===== src/rtl/core/olst_pkg.sv =====
`default_nettype none
// ----------------------------------------------------------------------------
// olst_pkg
// Shared types and constants for the ordered list store.
// ----------------------------------------------------------------------------
package olst_pkg;

   localparam int CAPACITY_DEF = 64;
   localparam int FUNC_W       = 2;
   localparam int VALUE_W      = 32;
   localparam int COUNT_OUT_W  = 7;

   localparam logic [FUNC_W-1:0] FUNC_APPEND  = 2'd0;
   localparam logic [FUNC_W-1:0] FUNC_PREPEND = 2'd1;
   localparam logic [FUNC_W-1:0] FUNC_SEARCH  = 2'd2;
   localparam logic [FUNC_W-1:0] FUNC_REMOVE  = 2'd3;

   // controller -> datapath
   typedef struct packed {
      logic capture;     // take the request transaction
      logic add_link;    // allocate a slot and link the new entry
      logic refuse;      // add into a full store
      logic miss;        // search/remove ended without a match
      logic walk_start;  // read the head entry
      logic walk_step;   // move to the next entry
      logic hit;         // match found (unlinks when removing)
      logic load_rsp;    // move the result into the output register
   } olst_cmd_type;

   // datapath -> controller
   typedef struct packed {
      logic is_add;
      logic full;
      logic empty;
      logic match;
      logic last;
   } olst_status_type;

endpackage
`default_nettype wire


===== src/rtl/core/olst_if.sv =====
`default_nettype none
// ----------------------------------------------------------------------------
// olst_if
// Valid/ready channels for requests and responses of the ordered list store.
// ----------------------------------------------------------------------------
interface olst_req_if;
   import olst_pkg::*;

   logic                      valid;
   logic                      ready;
   logic [FUNC_W-1:0]         func;
   logic signed [VALUE_W-1:0] value;

   modport source (output valid, output func, output value, input ready);
   modport sink   (input valid, input func, input value, output ready);
endinterface

interface olst_rsp_if;
   import olst_pkg::*;

   logic                   valid;
   logic                   ready;
   logic                   found;
   logic                   accepted;
   logic [COUNT_OUT_W-1:0] entry_count;

   modport source (output valid, output found, output accepted, output entry_count,
                   input ready);
   modport sink   (input valid, input found, input accepted, input entry_count,
                   output ready);
endinterface
`default_nettype wire


===== src/rtl/core/olst_ctrl.sv =====
`default_nettype none
// ----------------------------------------------------------------------------
// olst_ctrl
// Sequencer: decodes a request, steps the list walk and hands the result on.
// ----------------------------------------------------------------------------
module olst_ctrl (
   input  wire logic                      clock,
   input  wire logic                      reset,
   input  wire logic                      req_valid,
   output logic                           req_ready,
   output logic                           rsp_valid,
   input  wire logic                      rsp_ready,
   input  wire olst_pkg::olst_status_type status,
   output olst_pkg::olst_cmd_type         cmd
);
   import olst_pkg::*;

   typedef enum logic [3:0] {
      ST_IDLE   = 4'b0001,
      ST_DECODE = 4'b0010,
      ST_WALK   = 4'b0100,
      ST_FINISH = 4'b1000
   } state_type;

   state_type state_ff, state_in;
   logic      rsp_valid_ff, rsp_valid_in;

   always_comb begin
      state_in = state_ff;
      cmd      = '0;
      case (state_ff)
         ST_IDLE: begin
            if (req_valid) begin
               cmd.capture = 1'b1;
               state_in    = ST_DECODE;
            end
         end
         ST_DECODE: begin
            if (status.is_add) begin
               if (status.full) begin
                  cmd.refuse = 1'b1;
               end else begin
                  cmd.add_link = 1'b1;
               end
               state_in = ST_FINISH;
            end else if (status.empty) begin
               cmd.miss = 1'b1;
               state_in = ST_FINISH;
            end else begin
               cmd.walk_start = 1'b1;
               state_in       = ST_WALK;
            end
         end
         ST_WALK: begin
            if (status.match) begin
               cmd.hit  = 1'b1;
               state_in = ST_FINISH;
            end else if (status.last) begin
               cmd.miss = 1'b1;
               state_in = ST_FINISH;
            end else begin
               cmd.walk_step = 1'b1;
            end
         end
         ST_FINISH: begin
            // wait for the output register to drain
            if (!rsp_valid_ff || rsp_ready) begin
               cmd.load_rsp = 1'b1;
               state_in     = ST_IDLE;
            end
         end
         default: begin
            state_in = ST_IDLE;
         end
      endcase
   end

   always_comb begin
      rsp_valid_in = rsp_valid_ff;
      if (cmd.load_rsp) begin
         rsp_valid_in = 1'b1;
      end else if (rsp_ready) begin
         rsp_valid_in = 1'b0;
      end
   end

   always_ff @(posedge clock) begin
      if (reset) begin
         state_ff     <= ST_IDLE;
         rsp_valid_ff <= 1'b0;
      end else begin
         state_ff     <= state_in;
         rsp_valid_ff <= rsp_valid_in;
      end
   end

   assign req_ready = (state_ff == ST_IDLE);
   assign rsp_valid = rsp_valid_ff;

endmodule
`default_nettype wire


===== src/rtl/core/olst_dpath.sv =====
`default_nettype none
// ----------------------------------------------------------------------------
// olst_dpath
// Slot storage, links, free-slot stack, head/tail/count and result registers.
// ----------------------------------------------------------------------------
module olst_dpath #(
   parameter int CAPACITY = olst_pkg::CAPACITY_DEF
) (
   input  wire logic                                 clock,
   input  wire logic                                 reset,
   input  wire olst_pkg::olst_cmd_type               cmd,
   output olst_pkg::olst_status_type                 status,
   input  wire logic [olst_pkg::FUNC_W-1:0]          req_func,
   input  wire logic signed [olst_pkg::VALUE_W-1:0]  req_value,
   output logic                                      rsp_found,
   output logic                                      rsp_accepted,
   output logic [olst_pkg::COUNT_OUT_W-1:0]          rsp_entry_count
);
   import olst_pkg::*;

   localparam int SLOT_W  = (CAPACITY > 1) ? $clog2(CAPACITY) : 1;
   localparam int COUNT_W = $clog2(CAPACITY + 1);
   localparam logic [COUNT_W-1:0] COUNT_FULL = COUNT_W'(CAPACITY);

   // storage
   logic signed [VALUE_W-1:0] val_mem  [CAPACITY];
   logic [SLOT_W-1:0]         link_mem [CAPACITY];
   logic [SLOT_W-1:0]         stk_mem  [CAPACITY];

   logic signed [VALUE_W-1:0] val_rd_ff;
   logic [SLOT_W-1:0]         link_rd_ff;
   logic [SLOT_W-1:0]         stk_rd_ff;

   logic [FUNC_W-1:0]         func_ff;
   logic signed [VALUE_W-1:0] value_ff;
   logic [SLOT_W-1:0]         head_ff, head_in;
   logic [SLOT_W-1:0]         tail_ff, tail_in;
   logic [COUNT_W-1:0]        count_ff, count_in;
   logic [COUNT_W-1:0]        fresh_ff, fresh_in;   // slots never used so far
   logic [COUNT_W-1:0]        sp_ff, sp_in;         // depth of the free stack
   logic [SLOT_W-1:0]         cur_ff, prev_ff;
   logic [SLOT_W-1:0]         idx_ff;
   logic                      found_ff, accepted_ff;
   logic                      rsp_found_ff, rsp_accepted_ff;
   logic [COUNT_W-1:0]        rsp_count_ff;

   logic [SLOT_W-1:0]         new_slot;
   logic [SLOT_W-1:0]         rd_addr;
   logic [SLOT_W-1:0]         stk_rd_addr;
   logic                      link_we;
   logic [SLOT_W-1:0]         link_wa, link_wd;
   logic                      is_prepend, is_remove;

   assign is_prepend = (func_ff == FUNC_PREPEND);
   assign is_remove  = (func_ff == FUNC_REMOVE);

   // recycled slots first, then untouched ones
   assign new_slot    = (sp_ff != '0) ? stk_rd_ff : fresh_ff[SLOT_W-1:0];
   assign stk_rd_addr = SLOT_W'(sp_ff - COUNT_W'(1));

   always_comb begin
      if (cmd.walk_start) begin
         rd_addr = head_ff;
      end else if (cmd.walk_step) begin
         rd_addr = link_rd_ff;
      end else begin
         rd_addr = cur_ff;
      end
   end

   always_comb begin
      link_we = 1'b0;
      link_wa = new_slot;
      link_wd = head_ff;
      if (cmd.add_link && count_ff != '0) begin
         link_we = 1'b1;
         if (is_prepend) begin
            link_wa = new_slot;
            link_wd = head_ff;
         end else begin
            link_wa = tail_ff;
            link_wd = new_slot;
         end
      end else if (cmd.hit && is_remove && idx_ff != '0) begin
         link_we = 1'b1;
         link_wa = prev_ff;
         link_wd = link_rd_ff;
      end
   end

   always_ff @(posedge clock) begin
      if (cmd.add_link) begin
         val_mem[new_slot] <= value_ff;
      end
      val_rd_ff <= val_mem[rd_addr];
   end

   always_ff @(posedge clock) begin
      if (link_we) begin
         link_mem[link_wa] <= link_wd;
      end
      link_rd_ff <= link_mem[rd_addr];
   end

   always_ff @(posedge clock) begin
      if (cmd.hit && is_remove) begin
         stk_mem[sp_ff[SLOT_W-1:0]] <= cur_ff;
      end
      stk_rd_ff <= stk_mem[stk_rd_addr];
   end

   always_comb begin
      head_in  = head_ff;
      tail_in  = tail_ff;
      count_in = count_ff;
      fresh_in = fresh_ff;
      sp_in    = sp_ff;
      if (cmd.add_link) begin
         count_in = count_ff + COUNT_W'(1);
         if (sp_ff != '0) begin
            sp_in = sp_ff - COUNT_W'(1);
         end else begin
            fresh_in = fresh_ff + COUNT_W'(1);
         end
         if (count_ff == '0) begin
            head_in = new_slot;
            tail_in = new_slot;
         end else if (is_prepend) begin
            head_in = new_slot;
         end else begin
            tail_in = new_slot;
         end
      end else if (cmd.hit && is_remove) begin
         count_in = count_ff - COUNT_W'(1);
         sp_in    = sp_ff + COUNT_W'(1);
         if (idx_ff == '0) begin
            head_in = link_rd_ff;
         end
         if (status.last) begin
            tail_in = prev_ff;
         end
      end
   end

   always_ff @(posedge clock) begin
      if (reset) begin
         head_ff  <= '0;
         tail_ff  <= '0;
         count_ff <= '0;
         fresh_ff <= '0;
         sp_ff    <= '0;
      end else begin
         head_ff  <= head_in;
         tail_ff  <= tail_in;
         count_ff <= count_in;
         fresh_ff <= fresh_in;
         sp_ff    <= sp_in;
      end
   end

   always_ff @(posedge clock) begin
      if (cmd.capture) begin
         func_ff  <= req_func;
         value_ff <= req_value;
      end
      if (cmd.walk_start) begin
         cur_ff <= head_ff;
         idx_ff <= '0;
      end else if (cmd.walk_step) begin
         prev_ff <= cur_ff;
         cur_ff  <= link_rd_ff;
         idx_ff  <= idx_ff + SLOT_W'(1);
      end
      if (cmd.refuse || cmd.miss) begin
         found_ff    <= 1'b0;
         accepted_ff <= 1'b0;
      end else if (cmd.add_link) begin
         found_ff    <= 1'b0;
         accepted_ff <= 1'b1;
      end else if (cmd.hit) begin
         found_ff    <= 1'b1;
         accepted_ff <= 1'b1;
      end
      if (cmd.load_rsp) begin
         rsp_found_ff    <= found_ff;
         rsp_accepted_ff <= accepted_ff;
         rsp_count_ff    <= count_ff;
      end
   end

   assign status.is_add = (func_ff == FUNC_APPEND) || (func_ff == FUNC_PREPEND);
   assign status.full   = (count_ff == COUNT_FULL);
   assign status.empty  = (count_ff == '0);
   assign status.match  = (val_rd_ff == value_ff);
   assign status.last   = ((COUNT_W'(idx_ff) + COUNT_W'(1)) == count_ff);

   assign rsp_found       = rsp_found_ff;
   assign rsp_accepted    = rsp_accepted_ff;
   assign rsp_entry_count = COUNT_OUT_W'(rsp_count_ff);

endmodule
`default_nettype wire


===== src/rtl/core/ordered_list_store.sv =====
`default_nettype none
// Append/prepend: the request is taken, decoded (a slot linked in, or refused
// when full) and the result loaded into the output register. Search/remove:
// the walk reads one linked entry per cycle from the head until a match or the
// last entry; an empty list misses at decode. A new request is taken only once
// the previous result is loaded; a response left waiting on rsp_ch.ready stalls the next in finish.
// Synchronous reset empties the list at once; no clearing pass is needed.
// ----------------------------------------------------------------------------
// ordered_list_store
// Ordered sequence of signed values kept as a linked list over slot memories.
// ----------------------------------------------------------------------------
module ordered_list_store #(
   parameter int CAPACITY = olst_pkg::CAPACITY_DEF
) (
   input wire logic    clock,
   input wire logic    reset,
   olst_req_if.sink    req_ch,
   olst_rsp_if.source  rsp_ch
);
   import olst_pkg::*;

   olst_cmd_type    cmd;
   olst_status_type status;

   olst_ctrl u_ctrl (
      .clock     (clock),
      .reset     (reset),
      .req_valid (req_ch.valid),
      .req_ready (req_ch.ready),
      .rsp_valid (rsp_ch.valid),
      .rsp_ready (rsp_ch.ready),
      .status    (status),
      .cmd       (cmd)
   );

   olst_dpath #(
      .CAPACITY (CAPACITY)
   ) u_dpath (
      .clock           (clock),
      .reset           (reset),
      .cmd             (cmd),
      .status          (status),
      .req_func        (req_ch.func),
      .req_value       (req_ch.value),
      .rsp_found       (rsp_ch.found),
      .rsp_accepted    (rsp_ch.accepted),
      .rsp_entry_count (rsp_ch.entry_count)
   );

endmodule
`default_nettype wire

===== src/flat_wrapper.sv =====
// flat-port wrapper written by rule: the top's interface ports become plain ports
module ordered_list_store_flat import olst_pkg::*;
#(
   parameter int CAPACITY = olst_pkg::CAPACITY_DEF
)
  (clock, reset, req_ch_valid, req_ch_func, req_ch_value, req_ch_ready, rsp_ch_valid, rsp_ch_found, rsp_ch_accepted, rsp_ch_entry_count, rsp_ch_ready);
  olst_req_if req_ch_i ();
  olst_rsp_if rsp_ch_i ();
  input wire logic clock;
  input wire logic reset;
  input wire logic [$bits(req_ch_i.valid)-1:0] req_ch_valid;
  input wire logic [$bits(req_ch_i.func)-1:0] req_ch_func;
  input wire logic [$bits(req_ch_i.value)-1:0] req_ch_value;
  output wire logic [$bits(req_ch_i.ready)-1:0] req_ch_ready;
  output wire logic [$bits(rsp_ch_i.valid)-1:0] rsp_ch_valid;
  output wire logic [$bits(rsp_ch_i.found)-1:0] rsp_ch_found;
  output wire logic [$bits(rsp_ch_i.accepted)-1:0] rsp_ch_accepted;
  output wire logic [$bits(rsp_ch_i.entry_count)-1:0] rsp_ch_entry_count;
  input wire logic [$bits(rsp_ch_i.ready)-1:0] rsp_ch_ready;
  assign req_ch_i.valid = req_ch_valid;
  assign req_ch_i.func = req_ch_func;
  assign req_ch_i.value = req_ch_value;
  assign req_ch_ready = req_ch_i.ready;
  assign rsp_ch_valid = rsp_ch_i.valid;
  assign rsp_ch_found = rsp_ch_i.found;
  assign rsp_ch_accepted = rsp_ch_i.accepted;
  assign rsp_ch_entry_count = rsp_ch_i.entry_count;
  assign rsp_ch_i.ready = rsp_ch_ready;
  ordered_list_store #(.CAPACITY(CAPACITY)) u_core (.clock(clock), .reset(reset), .req_ch(req_ch_i), .rsp_ch(rsp_ch_i));
endmodule

===== config.mk =====
export PLATFORM = sky130hd
export DESIGN_NAME = ordered_list_store_flat
export DESIGN_NICKNAME = d
export VERILOG_FILES = /design/src/rtl/core/olst_pkg.sv /design/src/rtl/core/olst_if.sv /design/src/rtl/core/olst_ctrl.sv /design/src/rtl/core/olst_dpath.sv /design/src/rtl/core/ordered_list_store.sv /design/src/flat_wrapper.sv
export SDC_FILE = /design/constraint.sdc
export NUM_CORES = 2
export LEC_CHECK = 0
export BUFFER_PORTS_ARGS = -buffer_cell sky130_fd_sc_hd__buf_2
export CELL_PAD_IN_SITES_DETAIL_PLACEMENT = 0
export CELL_PAD_IN_SITES_GLOBAL_PLACEMENT = 1
export CORE_ASPECT_RATIO = 0.7
export CORE_MARGIN = 8
export CORE_UTILIZATION = 56
export CTS_BUF_LIST = sky130_fd_sc_hd__clkbuf_8
export CTS_CLUSTER_DIAMETER = 50
export DETAILED_ROUTE_END_ITERATION = 8
export PLACE_DENSITY = 0.86
export REMOVE_ABC_BUFFERS = 1
export SYNTH_ARGS = -nofsm -noshare
export SYNTH_HDL_FRONTEND = slang
export SYNTH_HIERARCHICAL = 1
export SYNTH_SLANG_ARGS = --single-unit

===== constraint.sdc =====
create_clock -name clock -period 8.34 [get_ports clock]
set_input_delay 0.834 -clock clock [delete_from_list [all_inputs] [get_ports clock]]
set_output_delay 0.834 -clock clock [all_outputs]
set_load 0.02 [all_outputs]

Word level (Yosys, flattened, before mapping)
Memories as Yosys holds them, arrays and structs flattened. A register that Yosys moved wholly into a read port is not among the register bits.
Cells that the tools add are included.
- bits in latches: 0
- bits in writable memories: 2816
- memories kept: 3
- bits in read-only memories: 0
- register bits: 101
- input bits: 38
- output and inout bits: 11
- muxes and demuxes: 62
- reductions and logical operators: 25
- div/mod/pow operators: 0
- shift operators: 0
- magnitude comparators: 0
- add/subtract/negate cells: 7
- eq/ne operators: 15
- bitwise operators: 2
- multipliers: 0
- memories (name ; depth ; bits a word ; read ports ; clocked after memory_dff ; write ports ; line ; text):
    u_core.u_dpath.val_mem ; 64 ; 32 ; 1 ; 1 ; 1 ; olst_dpath.sv:26 ; logic signed [VALUE_W-1:0] val_mem [CAPACITY];
    u_core.u_dpath.link_mem ; 64 ; 6 ; 1 ; 1 ; 1 ; olst_dpath.sv:27 ; logic [SLOT_W-1:0] link_mem [CAPACITY];
    u_core.u_dpath.stk_mem ; 64 ; 6 ; 1 ; 1 ; 1 ; olst_dpath.sv:28 ; logic [SLOT_W-1:0] stk_mem [CAPACITY];
- operator list (cell ; number):
    6-bit 2-to-1 mux ; 19
    7-bit 2-to-1 mux ; 5
    32-bit == test ; 1
    1-bit 2-to-1 mux ; 26
    4-bit 2-to-1 mux ; 6
    7-bit by 1-bit adder with 7-bit output (second input constant) ; 3
    4-bit one-hot mux with 4 select lines ; 1
    7-bit nonzero test ; 2
    7-bit by 1-bit subtractor with 7-bit output (second input constant) ; 2
    2-bit nonzero test ; 5
    3-bit AND reduction ; 3
    2-bit 2-to-1 mux ; 4
    6-bit by 1-bit adder with 7-bit output (second input constant) ; 1
    7-bit == test ; 1
    7-bit == test (second input constant) ; 1
    7-bit zero test ; 1
    6-bit by 1-bit adder with 6-bit output (second input constant) ; 1
    6-bit zero test ; 1
    3-bit by 1-bit inequality test with 1-bit output (second input constant) ; 2
    2-bit AND reduction ; 3
    6-bit nonzero test ; 1
    4-bit by 1-bit == test with 1-bit output (second input constant) ; 1
    4-bit by 2-bit == test with 1-bit output (second input constant) ; 1
    4-bit by 3-bit == test with 1-bit output (second input constant) ; 1
    13 further kinds ; 19

Longest topological paths before layout
- depth in word-level cells: 11
- depth in mapped cells: 21

Cells and area by module
The synthesis kept the hierarchy.
- modules (own cells, without submodules) (module ; area each (um^2) ; cells each ; instances):
    olst_dpath ; 115024.1 ; 7891 ; 1
    olst_ctrl ; 370.4 ; 42 ; 1

Worst setup path after synthesis
No wires, ideal clock.
- path type: flip-flop to flip-flop
- from: reg u_core.u_dpath.sp_ff[0]
- to: mem u_core.u_dpath.val_mem[1][0], enable pin
- clock period less this slack: 6348 ps
- cell stages (with the launch flop): 12
- required time: 7838 ps
- library setup time: 502 ps
- data arrival time: 5847 ps
- path slack: 1992 ps
- cell sequence: dfxtp_1 buf_1 clkbuf_1 inv_1 ha_1 nand2b_1 or3_1 clkbuf_1 mux2i_1 clkbuf_1 nand2_1 nor4_1
- word-level cells in the longest chain between the ends: 2
- RTL lines (what ; line ; text):
    from (decl) ; olst_dpath.sv:40 ; logic [COUNT_W-1:0] sp_ff, sp_in;
    from (signal assigned) ; olst_dpath.sv:157 ; sp_ff <= sp_in;
    7-bit nonzero test ; olst_dpath.sv:58 ; assign new_slot = (sp_ff != '0) ? stk_rd_ff : fresh_ff[SLOT_W-1:0];
    6-bit 2-to-1 mux ; olst_dpath.sv:58 ;
    to (decl) ; olst_dpath.sv:26 ;
Every way passes these cells.

==> impl_results.md <==
* Register share of total power at 0.543
* Crit-path max FO at 114
* Routability Congestion at 0.848
* Family with the most delay on the worst path: simple AND/OR/NAND/NOR gates
* Met2 WL at 142000 um
* Initial Utilization at 0.563
* Multi-input logic area at 0.0257 sq mm
* PwrDens at 240 mW/mm^2
* Vias at 73200
* Layout cells sized above 1 at 0.120
* Max Used Layer: met5
* Per-cell routed wire length at 28.7 um
* Leak pwr at 42.8 nW
* WP data required at 9.27 ns
* Final setup fails at 0
* Slowest CP cell: a211oi_1
* Net Sw Frac at 0.259
* Fin crit share at 0.857
* Clock latency on the worst-skew pair at 1.01 ns
* Total CTS buffers at 421
* Final WL at 319000 um
* Logic pwr share at 0.105
* # nets final at 8088
* Die Y at 396 um
* Top-level I/O count at 49
* FF+latch count, synth at 2960
* Async SR Flop Fraction at 0
* Register area share after synthesis at 0.762
* Storage element area at just under 0.09 sq mm
* Gr usage total at 0.279
* Mean number of vias per cell at approximately 6.6
* I/O Buffers at 48
* Die area at 0.221 sq mm
* Worst hold start: req_ch_value[29]
* WS Path Type: reg -> reg
* CP peak stage delay at 1.20 ns
* Tmin final at 7.14 ns
* Worst-path clk slew at around 0.070 ns
* Total gr overflow at 0
* Setup bufs post-CTS at 0
* Placed cells at 10300
* Drt drc at 0
* Clock power share at 0.351
* CP Cell Sequence: xor2_1, nor4_1, nand4_1, nor2_1, nor3_4, mux2_2, o21ai_4, buf_12, buf_4, nand2_1, a221oi_1, nor3_1, a211oi_1, nor2_1, nand2_1
* Buf/Inv on CP at 2
* Antenna Nets Post-Route at 0
* Commonest non-fill, non-tap cells in the layout: edfxtp_1 (2865), a21oi_1 (1331), nand2_1 (1297)
* FP Rows at 139
* NetSw at 0.00791 W
* HPWL after DPL at 168000 um
* DRT iter0 DRCs at roughly 12000
* Max-cap violations at 1
* Yosys Warn Count at 6
* Slew margin rel. at 0.00850
* Cell Area, Synth at 0.115 sq mm
* Worst ir drop on vdd at ~180 uV
* Slack of the worst reg-to-reg path at roughly 1.2 ns
* Post-synthesis cell type count at 61
* # fillers at 14800
* CTS root buf: clkbuf_8
* Post-cts resize count at 0
* Reg2reg start: u_core/u_dpath/val_rd_ff[3]
* Hold_buf cts at 18
* Cells after synthesis at just under 8000
* Final TNS setup at 0 ns
* Most common cell after layout, fill and taps aside: edfxtp_1
* Pin count of the biggest net entering global routing at 193
* First-pass GRT wire length at 461000 um
* Die X-Extent at 559 um
* Internal power at 0.0226 W
* Worst-case clock buffer depth at 4
* Unrepaired setup endpoints after global routing: no
* Arrival time worst endpoint at 8.08 ns
* Post-synth EDFFs at 2865
* Number of global-route vias before repair at 69900
* Max frequency at 140 MHz
* Met3 wire length at 44700 um
* Hold Violations, Final at 0
* Metal-1 WL at approximately 120000 um
* HP Class: in -> reg
* Worst-Margin Slew at 1.48 ns
* Crit. End Element: flip-flop
* Hold Path End: u_core/u_dpath/value_ff[29]
* Initial antenna violation count at 10
* Avg Cell Area, Syn at 14.5 sq um
* Hold depth at 1
* Area Growth Syn to Fin at 10.3%
* Failing checks: max-capacitance violations
* Final Slew Violations at 0
* Router iterations before antenna repair at 9
* RR Endpoint: u_core/u_dpath/val_rd_ff[23]
* Core area at 0.205 sq mm
* Worst reg-to-reg path cell count at 15
* TritonCTS clock tree: yes
* Most used DFF post-synth: edfxtp_1
* CTS Sinks at 2960
* H-tree levels at 5
* Type of origin of the critical path: flip-flop
* Finished Layout Cells at 11100
* Status: finished with violations
* Clk_skew at 0.0879 ns
-- stage by stage --
stage | hold WS (ns) | setup slack, ns | util | instance area (sq um) | total power, W
floorplan | 0.409 | -328.88 | - | 113000 | 0.0201
global placement | 0.458 | 1.33 | 0.582 | 119000 | 0.0199
detailed placement | 0.464 | 1.57 | 0.582 | 119000 | 0.0200
CTS | 0.00000411 | 1.52 | 0.621 | 127000 | 0.0306
global route | 0.0213 | 0.987 | 0.621 | 127000 | 0.0315
finish | 0.0619 | 1.20 | 0.621 | 127000 | 0.0305
-- power by group through the flow --
| stage | clock network, W | registers, W | logic (W) |
|---|---|---|---|
| final | 0.0107 | 0.0166 | 0.00322 |
| after global routing | 0.0114 | 0.0166 | 0.00345 |
| after CTS | 0.0108 | 0.0166 | 0.00315 |
| after detailed placement | 0 | 0.0169 | 0.00313 |
| after global placement | 0 | 0.0169 | 0.00303 |
| after floorplan | 0 | 0.0169 | 0.00315 |
-- worst reg2reg max path, delay by kind of cell (launching register included) --
kind	cells	cell delay [ns]
xor+xnor	1	0.18
buf+inv	2	1.22
compound gates	3	2.02
simple gates	8	2.84
flops	1	0.51
mux	1	0.37
-- cell usage after synthesis, types with 5 or more instances --
cell | n | share of area
o21ai_1 | 5 | 0.00022
buf_1 | 65 | 0.0021
mux2i_1 | 20 | 0.0017
nor2_1 | 454 | 0.015
nand3_1 | 26 | 0.0011
ha_1 | 10 | 0.0011
nand2_1 | 1299 | 0.042
xor2_1 | 46 | 0.0035
nor3_1 | 160 | 0.0069
clkbuf_1 | 517 | 0.017
xnor2_1 | 17 | 0.0013
a22oi_1 | 45 | 0.0029
dfxtp_1 | 95 | 0.016
a221oi_1 | 608 | 0.046
a221o_1 | 6 | 0.00052
and3_1 | 7 | 0.00038
o21a_1 | 5 | 0.00033
nand2b_1 | 9 | 0.00049
a21oi_1 | 1332 | 0.058
o21ai_0 | 18 | 0.00078
nor2b_1 | 8 | 0.00043
or3_1 | 10 | 0.00054
inv_1 | 17 | 0.00055
nand4_1 | 8 | 0.00043
a21o_1 | 6 | 0.00039
and2_1 | 5 | 0.00027
edfxtp_1 | 2865 | 0.75
a211oi_1 | 78 | 0.0051
nor4_1 | 12 | 0.00065
mux4_2 | 126 | 0.025
-- how the worst max path moves through the flow --
stage / startpoint / to / slack (ns) / cells after the start
finish: u_core/u_dpath/val_rd_ff[3] / u_core/u_dpath/val_rd_ff[23] / 1.20 / 15
global route: u_core/u_dpath/value_ff[1] / u_core/u_dpath/val_rd_ff[16] / 0.99 / 17
CTS: u_core/u_dpath/value_ff[1] / u_core/u_dpath/val_rd_ff[24] / 1.52 / 16
detailed placement: u_core/u_dpath/value_ff[9] / u_core/u_dpath/val_rd_ff[25] / 1.57 / 16
global placement: u_core/u_dpath/val_rd_ff[3] / u_core/u_dpath/val_rd_ff[16] / 1.33 / 15
floorplan: u_core/u_dpath/value_ff[31] / u_core/u_dpath/link_rd_ff[0] / -328.88 / 14
-- state kept, by name, summed over array words and instances, names as in the netlist, 7 cells and up --
register                        count
u_core/u_dpath/value_ff            32
u_core/u_dpath/rsp_entry_count      7
u_core/u_dpath/val_mem           2048
u_core/u_dpath/val_rd_ff           32
u_core/u_dpath/link_mem           384
u_core/u_dpath/count_ff             7
u_core/u_dpath/sp_ff                7
u_core/u_dpath/stk_mem            384
-- cells by family after synthesis --
logic type      count (synthesis)  synth area share
fa+ha+maj                      11           0.00126
buf+inv                       610            0.0200
mux                           148            0.0265
simple gates                 2019            0.0699
xor+xnor                       63           0.00478
flops                        2960             0.762
compound gates               2122             0.115
-- routing by layer --
layer,GRT usage,vias up
li1,-,30900
met2,0.413,5179
met3,0.0729,647
met5,0,-
met4,0.103,8
met1,0.402,36400
-- cell type report --
| cell class | instances | share of cell area |
|---|---|---|
| flip-flops and latches | 2960 | 0.691 |
| multi-input cells | 4363 | 0.202 |
| clock buffers | 448 | 0.0485 |
| well taps | 2749 | 0.0270 |
| repair buffers | 273 | 0.0174 |
| clock inverters | 320 | 0.0130 |
| inverters | 20 | 0.000767 |
| diodes | 2 | 0.0000393 |
No activity file was read; power rests on OpenSTA's default activity.
